--- config.mk ---
export PLATFORM = sky130hd
export DESIGN_NAME = int_stack_with_frame_markers_unit
export DESIGN_NICKNAME = d
export VERILOG_FILES = /design/src/sv/isfm_pkg.sv /design/src/sv/isfm_ram.sv /design/src/sv/isfm_ctrl.sv /design/src/sv/isfm_dp.sv /design/src/sv/int_stack_with_frame_markers_unit.sv
export SDC_FILE = /design/constraint.sdc
export NUM_CORES = 2
export LEC_CHECK = 0
export BUFFER_PORTS_ARGS = -buffer_cell sky130_fd_sc_hd__buf_2
export CAP_MARGIN = 25
export CORE_MARGIN = 8
export CORE_UTILIZATION = 60
export DETAILED_ROUTE_END_ITERATION = 7
export PLACE_DENSITY_LB_ADDON = 0.15
export SYNTH_ARGS = -nofsm -noshare
export SYNTH_HDL_FRONTEND = slang
export SYNTH_HIERARCHICAL = 1
export SYNTH_SLANG_ARGS = --single-unit
export TNS_END_PERCENT = 100
--- constraint.sdc ---
create_clock -name clk -period 11.1 [get_ports clk]
set_input_delay 2.22 -clock clk [delete_from_list [all_inputs] [get_ports clk]]
set_output_delay 2.22 -clock clk [all_outputs]
set_load 0.005 [all_outputs]
--- src/sv/isfm_pkg.sv ---
// ----------------------------------------------------------------------------
// isfm_pkg
// Shared sizes, operation codes, status codes and the command/status bundles
// passed between the stack controller and its datapath.
// ----------------------------------------------------------------------------
package isfm_pkg;

    localparam int INT_DEPTH    = 64;
    localparam int MARKER_DEPTH = 16;

    localparam int VAL_W     = 32;
    localparam int FUNC_W    = 3;
    localparam int STAT_W    = 2;
    localparam int INT_CNT_W = $clog2(INT_DEPTH + 1);
    localparam int INT_IDX_W = $clog2(INT_DEPTH);
    localparam int MK_CNT_W  = $clog2(MARKER_DEPTH + 1);
    localparam int MK_IDX_W  = (MARKER_DEPTH > 1) ? $clog2(MARKER_DEPTH) : 1;

    localparam int S_TDATA_W = 32;
    localparam int S_TUSER_W = FUNC_W;
    localparam int M_FIELD_W = VAL_W + STAT_W + 1;
    localparam int M_TDATA_W = ((M_FIELD_W + 7) / 8) * 8;
    localparam int M_PAD_W   = M_TDATA_W - M_FIELD_W;
    localparam int M_TUSER_W = 1;

    typedef enum logic [FUNC_W-1:0] {
        FN_PUSH_INT  = 3'd0,
        FN_PUSH_MARK = 3'd1,
        FN_POP_INT   = 3'd2,
        FN_PEEK_INT  = 3'd3,
        FN_PEEK_ELEM = 3'd4,
        FN_POP_ELEM  = 3'd5,
        FN_CLEAR     = 3'd6
    } func_t;

    localparam logic [STAT_W-1:0] STAT_OK    = 2'd0;
    localparam logic [STAT_W-1:0] STAT_UNDER = 2'd1;
    localparam logic [STAT_W-1:0] STAT_OVER  = 2'd2;

    typedef struct packed {
        logic take;
        logic top;
        logic run;
    } cmd_t;

    typedef struct packed {
        logic slot_free;
        logic in_deferred;
        logic elem_op;
        logic mark_empty;
        logic run_empty;
        logic run_last;
    } stat_t;

endpackage

--- src/sv/isfm_ram.sv ---
// ----------------------------------------------------------------------------
// isfm_ram
// Generic single-write, single-read RAM with registered read data.
// ----------------------------------------------------------------------------
module isfm_ram #(
    parameter int WIDTH = 32,
    parameter int DEPTH = 64
) (
    input  logic                                        clk,
    input  logic                                        wr_en,
    input  logic [((DEPTH > 1) ? $clog2(DEPTH) : 1)-1:0] wr_addr,
    input  logic [WIDTH-1:0]                            wr_data,
    input  logic                                        rd_en,
    input  logic [((DEPTH > 1) ? $clog2(DEPTH) : 1)-1:0] rd_addr,
    output logic [WIDTH-1:0]                            rd_data
);

    logic [WIDTH-1:0] mem [DEPTH];
    logic [WIDTH-1:0] rd_data_reg;

    always_ff @(posedge clk)
    begin
        if (wr_en)
        begin
            mem[wr_addr] <= wr_data;
        end
        if (rd_en)
        begin
            rd_data_reg <= mem[rd_addr];
        end
    end

    assign rd_data = rd_data_reg;

endmodule

--- src/sv/isfm_ctrl.sv ---
// ----------------------------------------------------------------------------
// isfm_ctrl
// Sequencer: takes one operation, waits for stack reads on pops and peeks, then walks a run for element reads.
// ----------------------------------------------------------------------------
module isfm_ctrl (
    input  logic           clk,
    input  logic           rst_n,
    input  logic           s_tvalid,
    output logic           s_tready,
    input  isfm_pkg::stat_t stat,
    output isfm_pkg::cmd_t  cmd
);

    typedef enum logic [2:0] {
        S_IDLE = 3'b001,
        S_TOP  = 3'b010,
        S_RUN  = 3'b100
    } state_t;

    state_t state_reg;
    state_t state_next;

    always_ff @(posedge clk or negedge rst_n)
    begin
        if (!rst_n)
        begin
            state_reg <= S_IDLE;
        end
        else
        begin
            state_reg <= state_next;
        end
    end

    always_comb
    begin
        state_next = state_reg;
        cmd        = '0;
        s_tready   = 1'b0;
        case (state_reg)
            S_IDLE:
            begin
                s_tready = stat.slot_free;
                if (s_tvalid && stat.slot_free)
                begin
                    cmd.take = 1'b1;
                    if (stat.in_deferred)
                    begin
                        state_next = S_TOP;
                    end
                end
            end
            S_TOP:
            begin
                if (stat.slot_free)
                begin
                    cmd.top = 1'b1;
                    if (stat.elem_op && !stat.mark_empty && !stat.run_empty)
                    begin
                        state_next = S_RUN;
                    end
                    else
                    begin
                        state_next = S_IDLE;
                    end
                end
            end
            S_RUN:
            begin
                if (stat.slot_free)
                begin
                    cmd.run = 1'b1;
                    if (stat.run_last)
                    begin
                        state_next = S_IDLE;
                    end
                end
            end
            default:
            begin
                state_next = S_IDLE;
            end
        endcase
    end

endmodule

--- src/sv/isfm_dp.sv ---
// ----------------------------------------------------------------------------
// isfm_dp
// Stack datapath: int and marker memories, depth counters, run walker and
// the output beat register.
// ----------------------------------------------------------------------------
module isfm_dp (
    input  logic                             clk,
    input  logic                             rst_n,
    input  logic [isfm_pkg::S_TUSER_W-1:0]   s_tuser,
    input  logic [isfm_pkg::S_TDATA_W-1:0]   s_tdata,
    input  logic                             m_tready,
    input  isfm_pkg::cmd_t                   cmd,
    output isfm_pkg::stat_t                  stat,
    output logic                             m_tvalid,
    output logic [isfm_pkg::M_TDATA_W-1:0]   m_tdata,
    output logic [isfm_pkg::M_TUSER_W-1:0]   m_tuser,
    output logic                             m_tlast
);

    localparam int ICW = isfm_pkg::INT_CNT_W;
    localparam int IIW = isfm_pkg::INT_IDX_W;
    localparam int MCW = isfm_pkg::MK_CNT_W;
    localparam int MIW = isfm_pkg::MK_IDX_W;
    localparam int VW  = isfm_pkg::VAL_W;
    localparam int SW  = isfm_pkg::STAT_W;

    logic [ICW-1:0]       icount_reg, icount_next;
    logic [MCW-1:0]       mcount_reg, mcount_next;
    isfm_pkg::func_t      func_reg, func_next;
    logic [IIW-1:0]       idx_reg, idx_next;
    logic [ICW-1:0]       top_reg, top_next;

    logic                 out_valid_reg, out_valid_next;
    logic signed [VW-1:0] out_value_reg;
    logic [SW-1:0]        out_status_reg;
    logic                 out_hv_reg;
    logic                 out_last_reg;
    logic                 out_empty_reg;

    logic                 emit;
    logic signed [VW-1:0] e_value;
    logic [SW-1:0]        e_status;
    logic                 e_hv;
    logic                 e_last;

    logic                 iw_en, ir_en, mw_en, mr_en;
    logic [IIW-1:0]       iw_addr, ir_addr;
    logic [VW-1:0]        iw_data, ir_data;
    logic [MIW-1:0]       mw_addr, mr_addr;
    logic [ICW-1:0]       mw_data, mr_data;

    isfm_pkg::func_t      in_func;
    logic [ICW-1:0]       icount_dec;
    logic [MCW-1:0]       mcount_dec;
    logic                 int_empty, int_full, mark_empty, mark_full;
    logic                 run_empty, run_last;
    logic [IIW-1:0]       int_top_addr, idx_inc;
    logic [MIW-1:0]       mk_top_addr;

    isfm_ram #(
        .WIDTH (VW),
        .DEPTH (isfm_pkg::INT_DEPTH)
    ) u_int_ram (
        .clk     (clk),
        .wr_en   (iw_en),
        .wr_addr (iw_addr),
        .wr_data (iw_data),
        .rd_en   (ir_en),
        .rd_addr (ir_addr),
        .rd_data (ir_data)
    );

    isfm_ram #(
        .WIDTH (ICW),
        .DEPTH (isfm_pkg::MARKER_DEPTH)
    ) u_mark_ram (
        .clk     (clk),
        .wr_en   (mw_en),
        .wr_addr (mw_addr),
        .wr_data (mw_data),
        .rd_en   (mr_en),
        .rd_addr (mr_addr),
        .rd_data (mr_data)
    );

    assign in_func      = isfm_pkg::func_t'(s_tuser);
    assign icount_dec   = icount_reg - ICW'(1);
    assign mcount_dec   = mcount_reg - MCW'(1);
    assign int_empty    = (icount_reg == '0);
    assign mark_empty   = (mcount_reg == '0);
    assign int_full     = (icount_reg >= ICW'(isfm_pkg::INT_DEPTH));
    assign mark_full    = (mcount_reg >= MCW'(isfm_pkg::MARKER_DEPTH));
    assign int_top_addr = int_empty ? '0 : icount_dec[IIW-1:0];
    assign mk_top_addr  = mark_empty ? '0 : mcount_dec[MIW-1:0];
    assign run_empty    = (mr_data >= icount_reg);
    assign run_last     = ((ICW'(idx_reg) + ICW'(1)) == top_reg);
    assign idx_inc      = idx_reg + IIW'(1);

    assign stat.slot_free   = !out_valid_reg || m_tready;
    assign stat.in_deferred = (in_func == isfm_pkg::FN_POP_INT)
                           || (in_func == isfm_pkg::FN_PEEK_INT)
                           || (in_func == isfm_pkg::FN_PEEK_ELEM)
                           || (in_func == isfm_pkg::FN_POP_ELEM);
    assign stat.elem_op     = (func_reg == isfm_pkg::FN_PEEK_ELEM)
                           || (func_reg == isfm_pkg::FN_POP_ELEM);
    assign stat.mark_empty  = mark_empty;
    assign stat.run_empty   = run_empty;
    assign stat.run_last    = run_last;

    always_comb
    begin
        icount_next = icount_reg;
        mcount_next = mcount_reg;
        func_next   = func_reg;
        idx_next    = idx_reg;
        top_next    = top_reg;
        emit        = 1'b0;
        e_value     = '0;
        e_status    = isfm_pkg::STAT_OK;
        e_hv        = 1'b0;
        e_last      = 1'b1;
        iw_en       = 1'b0;
        iw_addr     = icount_reg[IIW-1:0];
        iw_data     = s_tdata[VW-1:0];
        mw_en       = 1'b0;
        mw_addr     = mcount_reg[MIW-1:0];
        mw_data     = icount_reg;
        ir_en       = 1'b0;
        ir_addr     = int_top_addr;
        mr_en       = 1'b0;
        mr_addr     = mk_top_addr;

        if (cmd.take)
        begin
            func_next = in_func;
            case (in_func)
                isfm_pkg::FN_PUSH_INT:
                begin
                    emit = 1'b1;
                    if (int_full)
                    begin
                        e_status = isfm_pkg::STAT_OVER;
                    end
                    else
                    begin
                        iw_en       = 1'b1;
                        icount_next = icount_reg + ICW'(1);
                    end
                end
                isfm_pkg::FN_PUSH_MARK:
                begin
                    emit = 1'b1;
                    if (mark_full)
                    begin
                        e_status = isfm_pkg::STAT_OVER;
                    end
                    else
                    begin
                        mw_en       = 1'b1;
                        mcount_next = mcount_reg + MCW'(1);
                    end
                end
                isfm_pkg::FN_POP_INT, isfm_pkg::FN_PEEK_INT:
                begin
                    ir_en = 1'b1;
                    mr_en = 1'b1;
                end
                isfm_pkg::FN_PEEK_ELEM, isfm_pkg::FN_POP_ELEM:
                begin
                    mr_en = 1'b1;
                end
                isfm_pkg::FN_CLEAR:
                begin
                    emit        = 1'b1;
                    icount_next = '0;
                    mcount_next = '0;
                end
                default:
                begin
                    emit = 1'b1;
                end
            endcase
        end
        else if (cmd.top)
        begin
            case (func_reg)
                isfm_pkg::FN_POP_INT:
                begin
                    emit = 1'b1;
                    if (int_empty)
                    begin
                        e_status = isfm_pkg::STAT_UNDER;
                    end
                    else
                    begin
                        e_value     = ir_data;
                        e_hv        = 1'b1;
                        icount_next = icount_dec;
                        if (!mark_empty && (mr_data >= icount_dec))
                        begin
                            mcount_next = mcount_dec;
                        end
                    end
                end
                isfm_pkg::FN_PEEK_INT:
                begin
                    emit = 1'b1;
                    if (int_empty)
                    begin
                        e_status = isfm_pkg::STAT_UNDER;
                    end
                    else
                    begin
                        e_value = ir_data;
                        e_hv    = 1'b1;
                    end
                end
                isfm_pkg::FN_PEEK_ELEM, isfm_pkg::FN_POP_ELEM:
                begin
                    if (mark_empty)
                    begin
                        emit     = 1'b1;
                        e_status = isfm_pkg::STAT_UNDER;
                    end
                    else
                    begin
                        if (func_reg == isfm_pkg::FN_POP_ELEM)
                        begin
                            mcount_next = mcount_dec;
                        end
                        if (run_empty)
                        begin
                            emit = 1'b1;
                        end
                        else
                        begin
                            idx_next = mr_data[IIW-1:0];
                            top_next = icount_reg;
                            ir_en    = 1'b1;
                            ir_addr  = mr_data[IIW-1:0];
                            if (func_reg == isfm_pkg::FN_POP_ELEM)
                            begin
                                icount_next = mr_data;
                            end
                        end
                    end
                end
                default:
                begin
                    emit = 1'b1;
                end
            endcase
        end
        else if (cmd.run)
        begin
            emit    = 1'b1;
            e_value = ir_data;
            e_hv    = 1'b1;
            e_last  = run_last;
            if (!run_last)
            begin
                idx_next = idx_inc;
                ir_en    = 1'b1;
                ir_addr  = idx_inc;
            end
        end

        if (emit)
        begin
            out_valid_next = 1'b1;
        end
        else if (m_tready)
        begin
            out_valid_next = 1'b0;
        end
        else
        begin
            out_valid_next = out_valid_reg;
        end
    end

    always_ff @(posedge clk or negedge rst_n)
    begin
        if (!rst_n)
        begin
            icount_reg    <= '0;
            mcount_reg    <= '0;
            func_reg      <= isfm_pkg::FN_PUSH_INT;
            out_valid_reg <= 1'b0;
        end
        else
        begin
            icount_reg    <= icount_next;
            mcount_reg    <= mcount_next;
            func_reg      <= func_next;
            out_valid_reg <= out_valid_next;
        end
    end

    always_ff @(posedge clk)
    begin
        idx_reg <= idx_next;
        top_reg <= top_next;
        if (emit)
        begin
            out_value_reg  <= e_value;
            out_status_reg <= e_status;
            out_hv_reg     <= e_hv;
            out_last_reg   <= e_last;
            out_empty_reg  <= (icount_next == '0) && (mcount_next == '0);
        end
    end

    assign m_tvalid = out_valid_reg;
    assign m_tdata  = {{isfm_pkg::M_PAD_W{1'b0}}, out_empty_reg, out_status_reg,
                       out_value_reg};
    assign m_tuser  = out_hv_reg;
    assign m_tlast  = out_last_reg;

endmodule

--- src/sv/int_stack_with_frame_markers_unit.sv ---
// ----------------------------------------------------------------------------
// int_stack_with_frame_markers_unit
// Operand stack of 32-bit ints with a stack of frame markers; element reads
// stream the ints above the top marker as a run closed by tlast.
//
//   channel  dir  tdata                                    tuser      tlast
//   s_*      in   [31:0] value                             [2:0] func  -
//   m_*      out  [31:0] value_res [33:32] status          [0] has_    last
//                 [34] stack_empty [39:35] zero                 value
//
// Push int, push marker, clear and unused codes: a result beat, with no wait state.
// Pop int, peek int: the result waits for the registered read of the stack RAMs.
// Peek/pop element: marker read, int read, then one beat per cycle per int unless stalled.
// Reset clears both depth counters; stack RAM contents need no clearing.
// A stalled output beat holds the sequencer; no input is taken during a run.
// ----------------------------------------------------------------------------
module int_stack_with_frame_markers_unit (
    input  logic                           clk,
    input  logic                           rst_n,
    input  logic                           s_tvalid,
    output logic                           s_tready,
    input  logic [isfm_pkg::S_TDATA_W-1:0] s_tdata,  // [31:0] value
    input  logic [isfm_pkg::S_TUSER_W-1:0] s_tuser,  // [2:0] func
    output logic                           m_tvalid,
    input  logic                           m_tready,
    output logic [isfm_pkg::M_TDATA_W-1:0] m_tdata,  // value_res, status, stack_empty
    output logic [isfm_pkg::M_TUSER_W-1:0] m_tuser,  // [0] has_value
    output logic                           m_tlast
);

    isfm_pkg::cmd_t  cmd;
    isfm_pkg::stat_t stat;

    isfm_ctrl u_ctrl (
        .clk      (clk),
        .rst_n    (rst_n),
        .s_tvalid (s_tvalid),
        .s_tready (s_tready),
        .stat     (stat),
        .cmd      (cmd)
    );

    isfm_dp u_dp (
        .clk      (clk),
        .rst_n    (rst_n),
        .s_tuser  (s_tuser),
        .s_tdata  (s_tdata),
        .m_tready (m_tready),
        .cmd      (cmd),
        .stat     (stat),
        .m_tvalid (m_tvalid),
        .m_tdata  (m_tdata),
        .m_tuser  (m_tuser),
        .m_tlast  (m_tlast)
    );

    a_no_take_in_run: assert property (@(posedge clk) disable iff (!rst_n)
        cmd.run |-> !s_tready)
        else $error("input taken during a run");

    a_run_beat_has_value: assert property (@(posedge clk) disable iff (!rst_n)
        cmd.run |=> (m_tvalid && m_tuser[0]))
        else $error("run beat without a stack entry");

    a_error_no_value: assert property (@(posedge clk) disable iff (!rst_n)
        (m_tvalid && (m_tdata[33:32] != isfm_pkg::STAT_OK)) |-> (!m_tuser[0] && m_tlast))
        else $error("error beat carries a value or is not last");

endmodule

## Word-level counts from Yosys, hierarchy flattened

Memory sizes are Yosys's and may differ from the RTL's. A register that Yosys moved wholly into a read port is not among the register bits.
Cells that the tools add are included.

- Logic and storage cells: 169
- Memories: 2
- Bits of input ports: 39
- Bits in writable memories: 2160
- Register bits after elaboration: 69
- Output and inout bits: 44

Memories:

| memory | words | width | rd ports | clocked after memory_dff | write ports | line | source |
|---|---|---|---|---|---|---|---|
| u_dp.u_int_ram.mem | 64 | 32 | 1 | 1 | 1 | isfm_ram.sv:18 | `logic [WIDTH-1:0] mem [DEPTH];` |
| u_dp.u_mark_ram.mem | 16 | 7 | 1 | 1 | 1 | isfm_ram.sv:18 |  |

- $add $sub $neg: 6
- Mux-type cells: 90
- Reductions and logical operators: 28
- Order comparisons: 4
- Bitwise operators: 4
- Equal/unequal tests: 23

Operators with widths:

| operator | number |
|---|---|
| 32-bit 2-to-1 mux | 4 |
| 6-bit 2-to-1 mux | 14 |
| 7-bit 2-to-1 mux | 7 |
| 1-bit 2-to-1 mux | 40 |
| 5-bit 2-to-1 mux | 7 |
| 7-bit case mux with 2 select lines | 2 |
| 5-bit case mux with 2 select lines | 2 |
| 3-bit == test (second input constant) | 6 |
| 3-bit 2-to-1 mux | 6 |
| 3-bit by 2-bit == test with 1-bit output (second input constant) | 5 |
| 7-bit greater-or-equal comparator | 2 |
| 7-bit logical NOT | 2 |
| 5-bit logical NOT | 2 |
| 2-bit by 1-bit inequality test with 1-bit output (second input constant) | 5 |
| 5-bit AND reduction | 2 |
| 3-bit case mux with 3 select lines | 1 |
| 2-bit 2-to-1 mux | 4 |
| 2-bit inequality test (second input constant) | 4 |
| 2-bit case mux with 2 select lines | 2 |
| 6-bit by 1-bit adder with 7-bit output (second input constant) | 1 |
| 7-bit by 1-bit adder with 7-bit output (second input constant) | 1 |
| 7-bit == test | 1 |
| 7-bit greater-or-equal comparator (second input constant) | 1 |
| 7-bit by 1-bit subtractor with 7-bit output (second input constant) | 1 |
| other kinds (16) | 33 |

## Longest topological paths before layout

- Depth after elaboration: 10
- Mapped depth: 21
- Mapped depth without buffers: 15

## Hierarchy

The synthesis kept the hierarchy.

Modules (own cells, without submodules):

| module | cells each | instances | area each (um^2) | seq. area each (um^2) |
|---|---|---|---|---|
| isfm_ram (u_dp.u_int_ram) | 3511 | 1 | 79359.9 | 62459.9 |
| isfm_ram (u_dp.u_mark_ram) | 203 | 1 | 4600.7 | 3573.4 |
| isfm_dp | 422 | 1 | 4245.3 | 1901.8 |
| isfm_ctrl | 21 | 1 | 197.7 | 76.3 |

## Worst setup path after synthesis

OpenSTA, ideal clock, no wires.

- Path kind: input port to flip-flop
- Start: input m_tready
- End: memory u_dp.u_int_ram.mem[27][0], enable pin
- Data required time: 10.679 ns
- Setup time: 0.421 ns
- Path buffers: 3
- Data arrival time: 5.278 ns
- Cell stages on the path: 12
- Path slack: 5.401 ns
- Cells stage by stage: nand2b_1 > inv_1 > nor4_2 > and2_1 > buf_2 > nand2_1 > inv_1 > clkbuf_1 > inv_1 > or2_2 > clkbuf_1 > nor2_1

RTL lines:

| element | line | source |
|---|---|---|
| start, declared | int_stack_with_frame_markers_unit.sv:25 | `input logic m_tready,` |
| end, declared | isfm_ram.sv:18 |  |

==> metrics.md <==
| Metric | Value |
|---|---|
| Worst Hold Margin | `about 0.5 ns` |
| Synth area leader | `edfxtp_1` |
| Sequential area share after synthesis | `between 70% and 80%` |
| Die ar. | `about 160,000 um^2` |
| Yosys reg bits | `approximately 2,300` |
| Worst Setup Path Type | `in -> reg` |
| DR iter-0 viols | `roughly 5,800` |
| Area delta synth->final | `11.9%` |
| Share of cells above drive strength 1 | `approximately 25%` |
| Finish-stage setup viols | `0` |
| Fin crit period | `6.98 ns` |
| Crit-path leading delay family | `buffers and inverters` |
| Post_cts resized | `0` |
| Post-synthesis average cell area | `21.3 um^2` |
| Critical-path cell list | `buf_2 > nand2b_1 > inv_1 > nor4_2 > and2_1 > clkinv_1 > and3_1 > inv_1 > o221ai_4 > buf_4 > buf_4 > mux4_2 > a22oi_1 > nand3_1 > and3_1` |
| Latest clock arrival within the worst-skew pair | `roughly 0.84 ns` |
| Worst r2r src | `u_dp/icount_reg[0]$_DFF_PN0_` |
| Critical path data arrival time | `roughly 7.6 ns` |
| GRT Overall Usage | `a little over a quarter` |
| Critical path peak fanout | `between 40 and 50` |
| Commonest non-fill, non-tap cell in the layout | `edfxtp_1` |
| CP required | `11.67 ns` |
| Final Max Tran Viols | `0` |
| Antenna violations before repair | `18` |
| Row cnt | `approximately 140` |
| Nets | `4,435` |
| DR DRC count | `0` |
| Setup crit start kind | `input pin` |
| Critical path buffers and inverters | `6` |
| Reg-to-reg critical path endpoint | `u_dp/u_int_ram/rd_data[25]$_DFFE_PP_` |
| CTS root buffer | `clkbuf_16` |
| Setup Skew | `~0.029 ns` |
| Synth unique cells | `89` |
| Post-Syn Area | `between 80,000 and 90,000 um^2` |
| First-pass GRT wire length | `approximately 310 mm` |
| Initial Util | `between 60% and 70%` |
| Worst-case reg-to-reg path depth | `18` |
| Most frequent cells in the layout | `edfxtp_1 (2,249), mux4_2 (457), clkbuf_16 (221)` |
| Max reg flops | `between 2,000 and 2,500` |
| Hpwl dp | `approximately 120 mm` |
| Wirelength per Cell | `~34 um` |
| IO Port Bufs | `just under 80` |
| Die Ht | `400 um` |
| Vias in the first global route | `about 44,000` |
| CTS tree | `yes` |
| Post-CTS setup buffer count | `0` |
| Clk sinks | `approximately 2,300` |
| Hold EP | `u_ctrl/state_reg[1]$_DFFE_PN0P_` |
| Io pins | `83` |
| Peak Freq | `0.143 GHz` |
| Biggest regs | `u_dp/u_int_ram/mem (2048), u_dp/u_mark_ram/mem (112)` |
| CTS Buffer Depth | `3` |
| HP Class | `reg -> reg` |
| Largest net degree at the start of global routing | `89` |
| RSZ-0062 raised after global routing | `no` |
| Synth area leaders | `edfxtp_1 (76%), mux4_2 (12%), mux2i_1 (2.2%), a22oi_1 (1.2%), nor2_1 (0.56%)` |
| Asr flop ratio synth | `0.838%` |
| DR vias/cell | `~6.8` |
| CP endpoint kind | `register` |
| Core area | `147,000 um^2` |
| EDFF count, synth | `between 2,000 and 2,500` |
| Final hold violations | `0` |
| Largest Register | `u_dp/u_int_ram/mem` |
| Gp weighted congestion | `0.864` |
| Worst path max stage delay | `between 0.7 and 0.8 ns` |
| Critical path's slowest cell | `o221ai_4` |
| Synth top area share | `around 76%` |
| Worst Min Path Start | `u_ctrl/state_reg[2]$_DFFE_PN0P_` |
| Max H-tree Level | `4` |
| Worst hold stages | `1` |
| Setup_tns | `0 ns` |
| Reg-to-reg slack, setup | `between 4 and 5 ns` |
| Vias | `roughly 44,000` |
| Worst-Margin Slew | `1.12 ns` |
| MaxCap Viol Count | `0` |
| Status | `finished clean` |
| Clk slew on worst S/H paths | `around 0.060 ns` |
| Yosys warnings | `6` |
| TritonCTS Buffers | `between 200 and 250` |
| DRT Pass-1 Iters | `6` |
| Cells after synthesis | `4,157` |
| DRT antenna net count | `0` |
| Main synth FF type | `edfxtp_1` |
| WL final | `around 220 mm` |
| Relative slew slack | `around a quarter` |
| Gr ovfl total | `0` |
| Post-CTS Hold Buffers | `0` |
| Die span in x | `approximately 400 um` |
| Final Cycle Share | `62.9%` |
[layout make-up]
class / count / area [um^2]
clock buffer: 274 / 5760
multi-input combinational: 1628 / 19400
fill: 9208 / 48100
inverter: 27 / 101
antenna: 3 / 7.51
timing repair buffer: 231 / 2000
sequential: 2268 / 68000
tap: 1930 / 2410
clock inverter: 137 / 1210
[layer usage]
| layer | up-vias | track usage (%) | part of all wire, % |
|---|---|---|---|
| met5 | - | 0 | 0.018 |
| met4 | 6 | 7.63 | 2.7 |
| met3 | 389 | 5.17 | 10 |
| met2 | 2467 | 43.3 | 47 |
| met1 | 23400 | 40.2 | 40 |
| li1 | 17931 | - | - |
[synthesized netlist by cell type, types with 16 or more instances]
| cell type | n |
|---|---|
| a21oi_1 | 43 |
| inv_1 | 23 |
| a211oi_1 | 21 |
| buf_2 | 61 |
| o22ai_1 | 43 |
| buf_6 | 34 |
| mux4_1 | 17 |
| nand2_1 | 84 |
| mux4_2 | 457 |
| o211ai_1 | 20 |
| buf_4 | 39 |
| nor2_1 | 133 |
| edfxtp_1 | 2249 |
| ha_1 | 21 |
| nor2b_1 | 23 |
| nand3_1 | 60 |
| a22o_1 | 16 |
| a31oi_1 | 25 |
| and2_1 | 41 |
| mux2i_1 | 193 |
| clkbuf_1 | 84 |
| o221ai_1 | 19 |
| a22oi_1 | 144 |
| dfrtp_1 | 18 |
| o21ai_0 | 46 |
| nand2b_1 | 18 |
| nor3_1 | 19 |
[cells by family (layout without fill, tap and decap cells)]
| group | after synthesis | in the layout | synth area share [%] |
|---|---|---|---|
| and+or+nand+nor | 450 | 450 | 2.59 |
| other | 1 | 8 | 0.00424 |
| buffers and inverters | 265 | 669 | 1.82 |
| DFF | 2268 | 2268 | 76.9 |
| adders and majority gates | 21 | 21 | 0.297 |
| AOI/OAI and AO/OA | 459 | 459 | 3.73 |
| xor gates and xnor gates | 17 | 17 | 0.184 |
| muxes | 676 | 676 | 14.4 |
[worst max-delay path by stage]
stage,start,endpoint,slack [ns],depth (start not counted)
2_1_floorplan,m_tready,u_dp/u_int_ram/mem[27][0]$_DFFE_PP_,5.40,12
3_3_place_gp,m_tready,u_dp/u_int_ram/rd_data[31]$_DFFE_PP_,3.29,15
3_5_place_dp,m_tready,u_dp/u_int_ram/rd_data[31]$_DFFE_PP_,3.22,15
4_1_cts,m_tready,u_dp/u_int_ram/rd_data[31]$_DFFE_PP_,4.09,15
5_1_grt,m_tready,u_dp/u_int_ram/rd_data[6]$_DFFE_PP_,3.68,15
6_report,m_tready,u_dp/u_int_ram/rd_data[6]$_DFFE_PP_,4.12,15
[metrics by stage]
step / utilization (%) / instance area (um^2) / cells / worst slack, ns
final: 67.3 / 98900 / 6498 / 4.12
after global routing: 67.3 / 98900 / 6496 / 3.68
after CTS: 67.0 / 98400 / 6471 / 4.09
after detailed placement: 62.2 / 91400 / 6060 / 3.22
after global placement: 62.1 / 91300 / 6052 / 3.29
after floorplan: - / 88400 / 4161 / 5.40
[worst register-to-register path, stage by stage (launching register included)]
cell and delay (ns):
dfrtp_1 0.33, buf_4 0.39, inv_1 0.25, ha_1 0.35
and2_0 0.11, o21ai_0 0.15, a41oi_1 0.39, nand2_1 0.29
nor2_1 0.38, o2bb2ai_1 0.16, nand2_1 0.07, o211ai_1 0.10
buf_4 0.58, buf_12 0.60, nand2b_1 0.91, o22ai_1 0.48
o211ai_1 0.17, a311o_1 0.47, a21oi_1 0.15
Power is not shown: default switching activity piles up to over one toggle a cycle in this logic, so the estimate is an artifact.
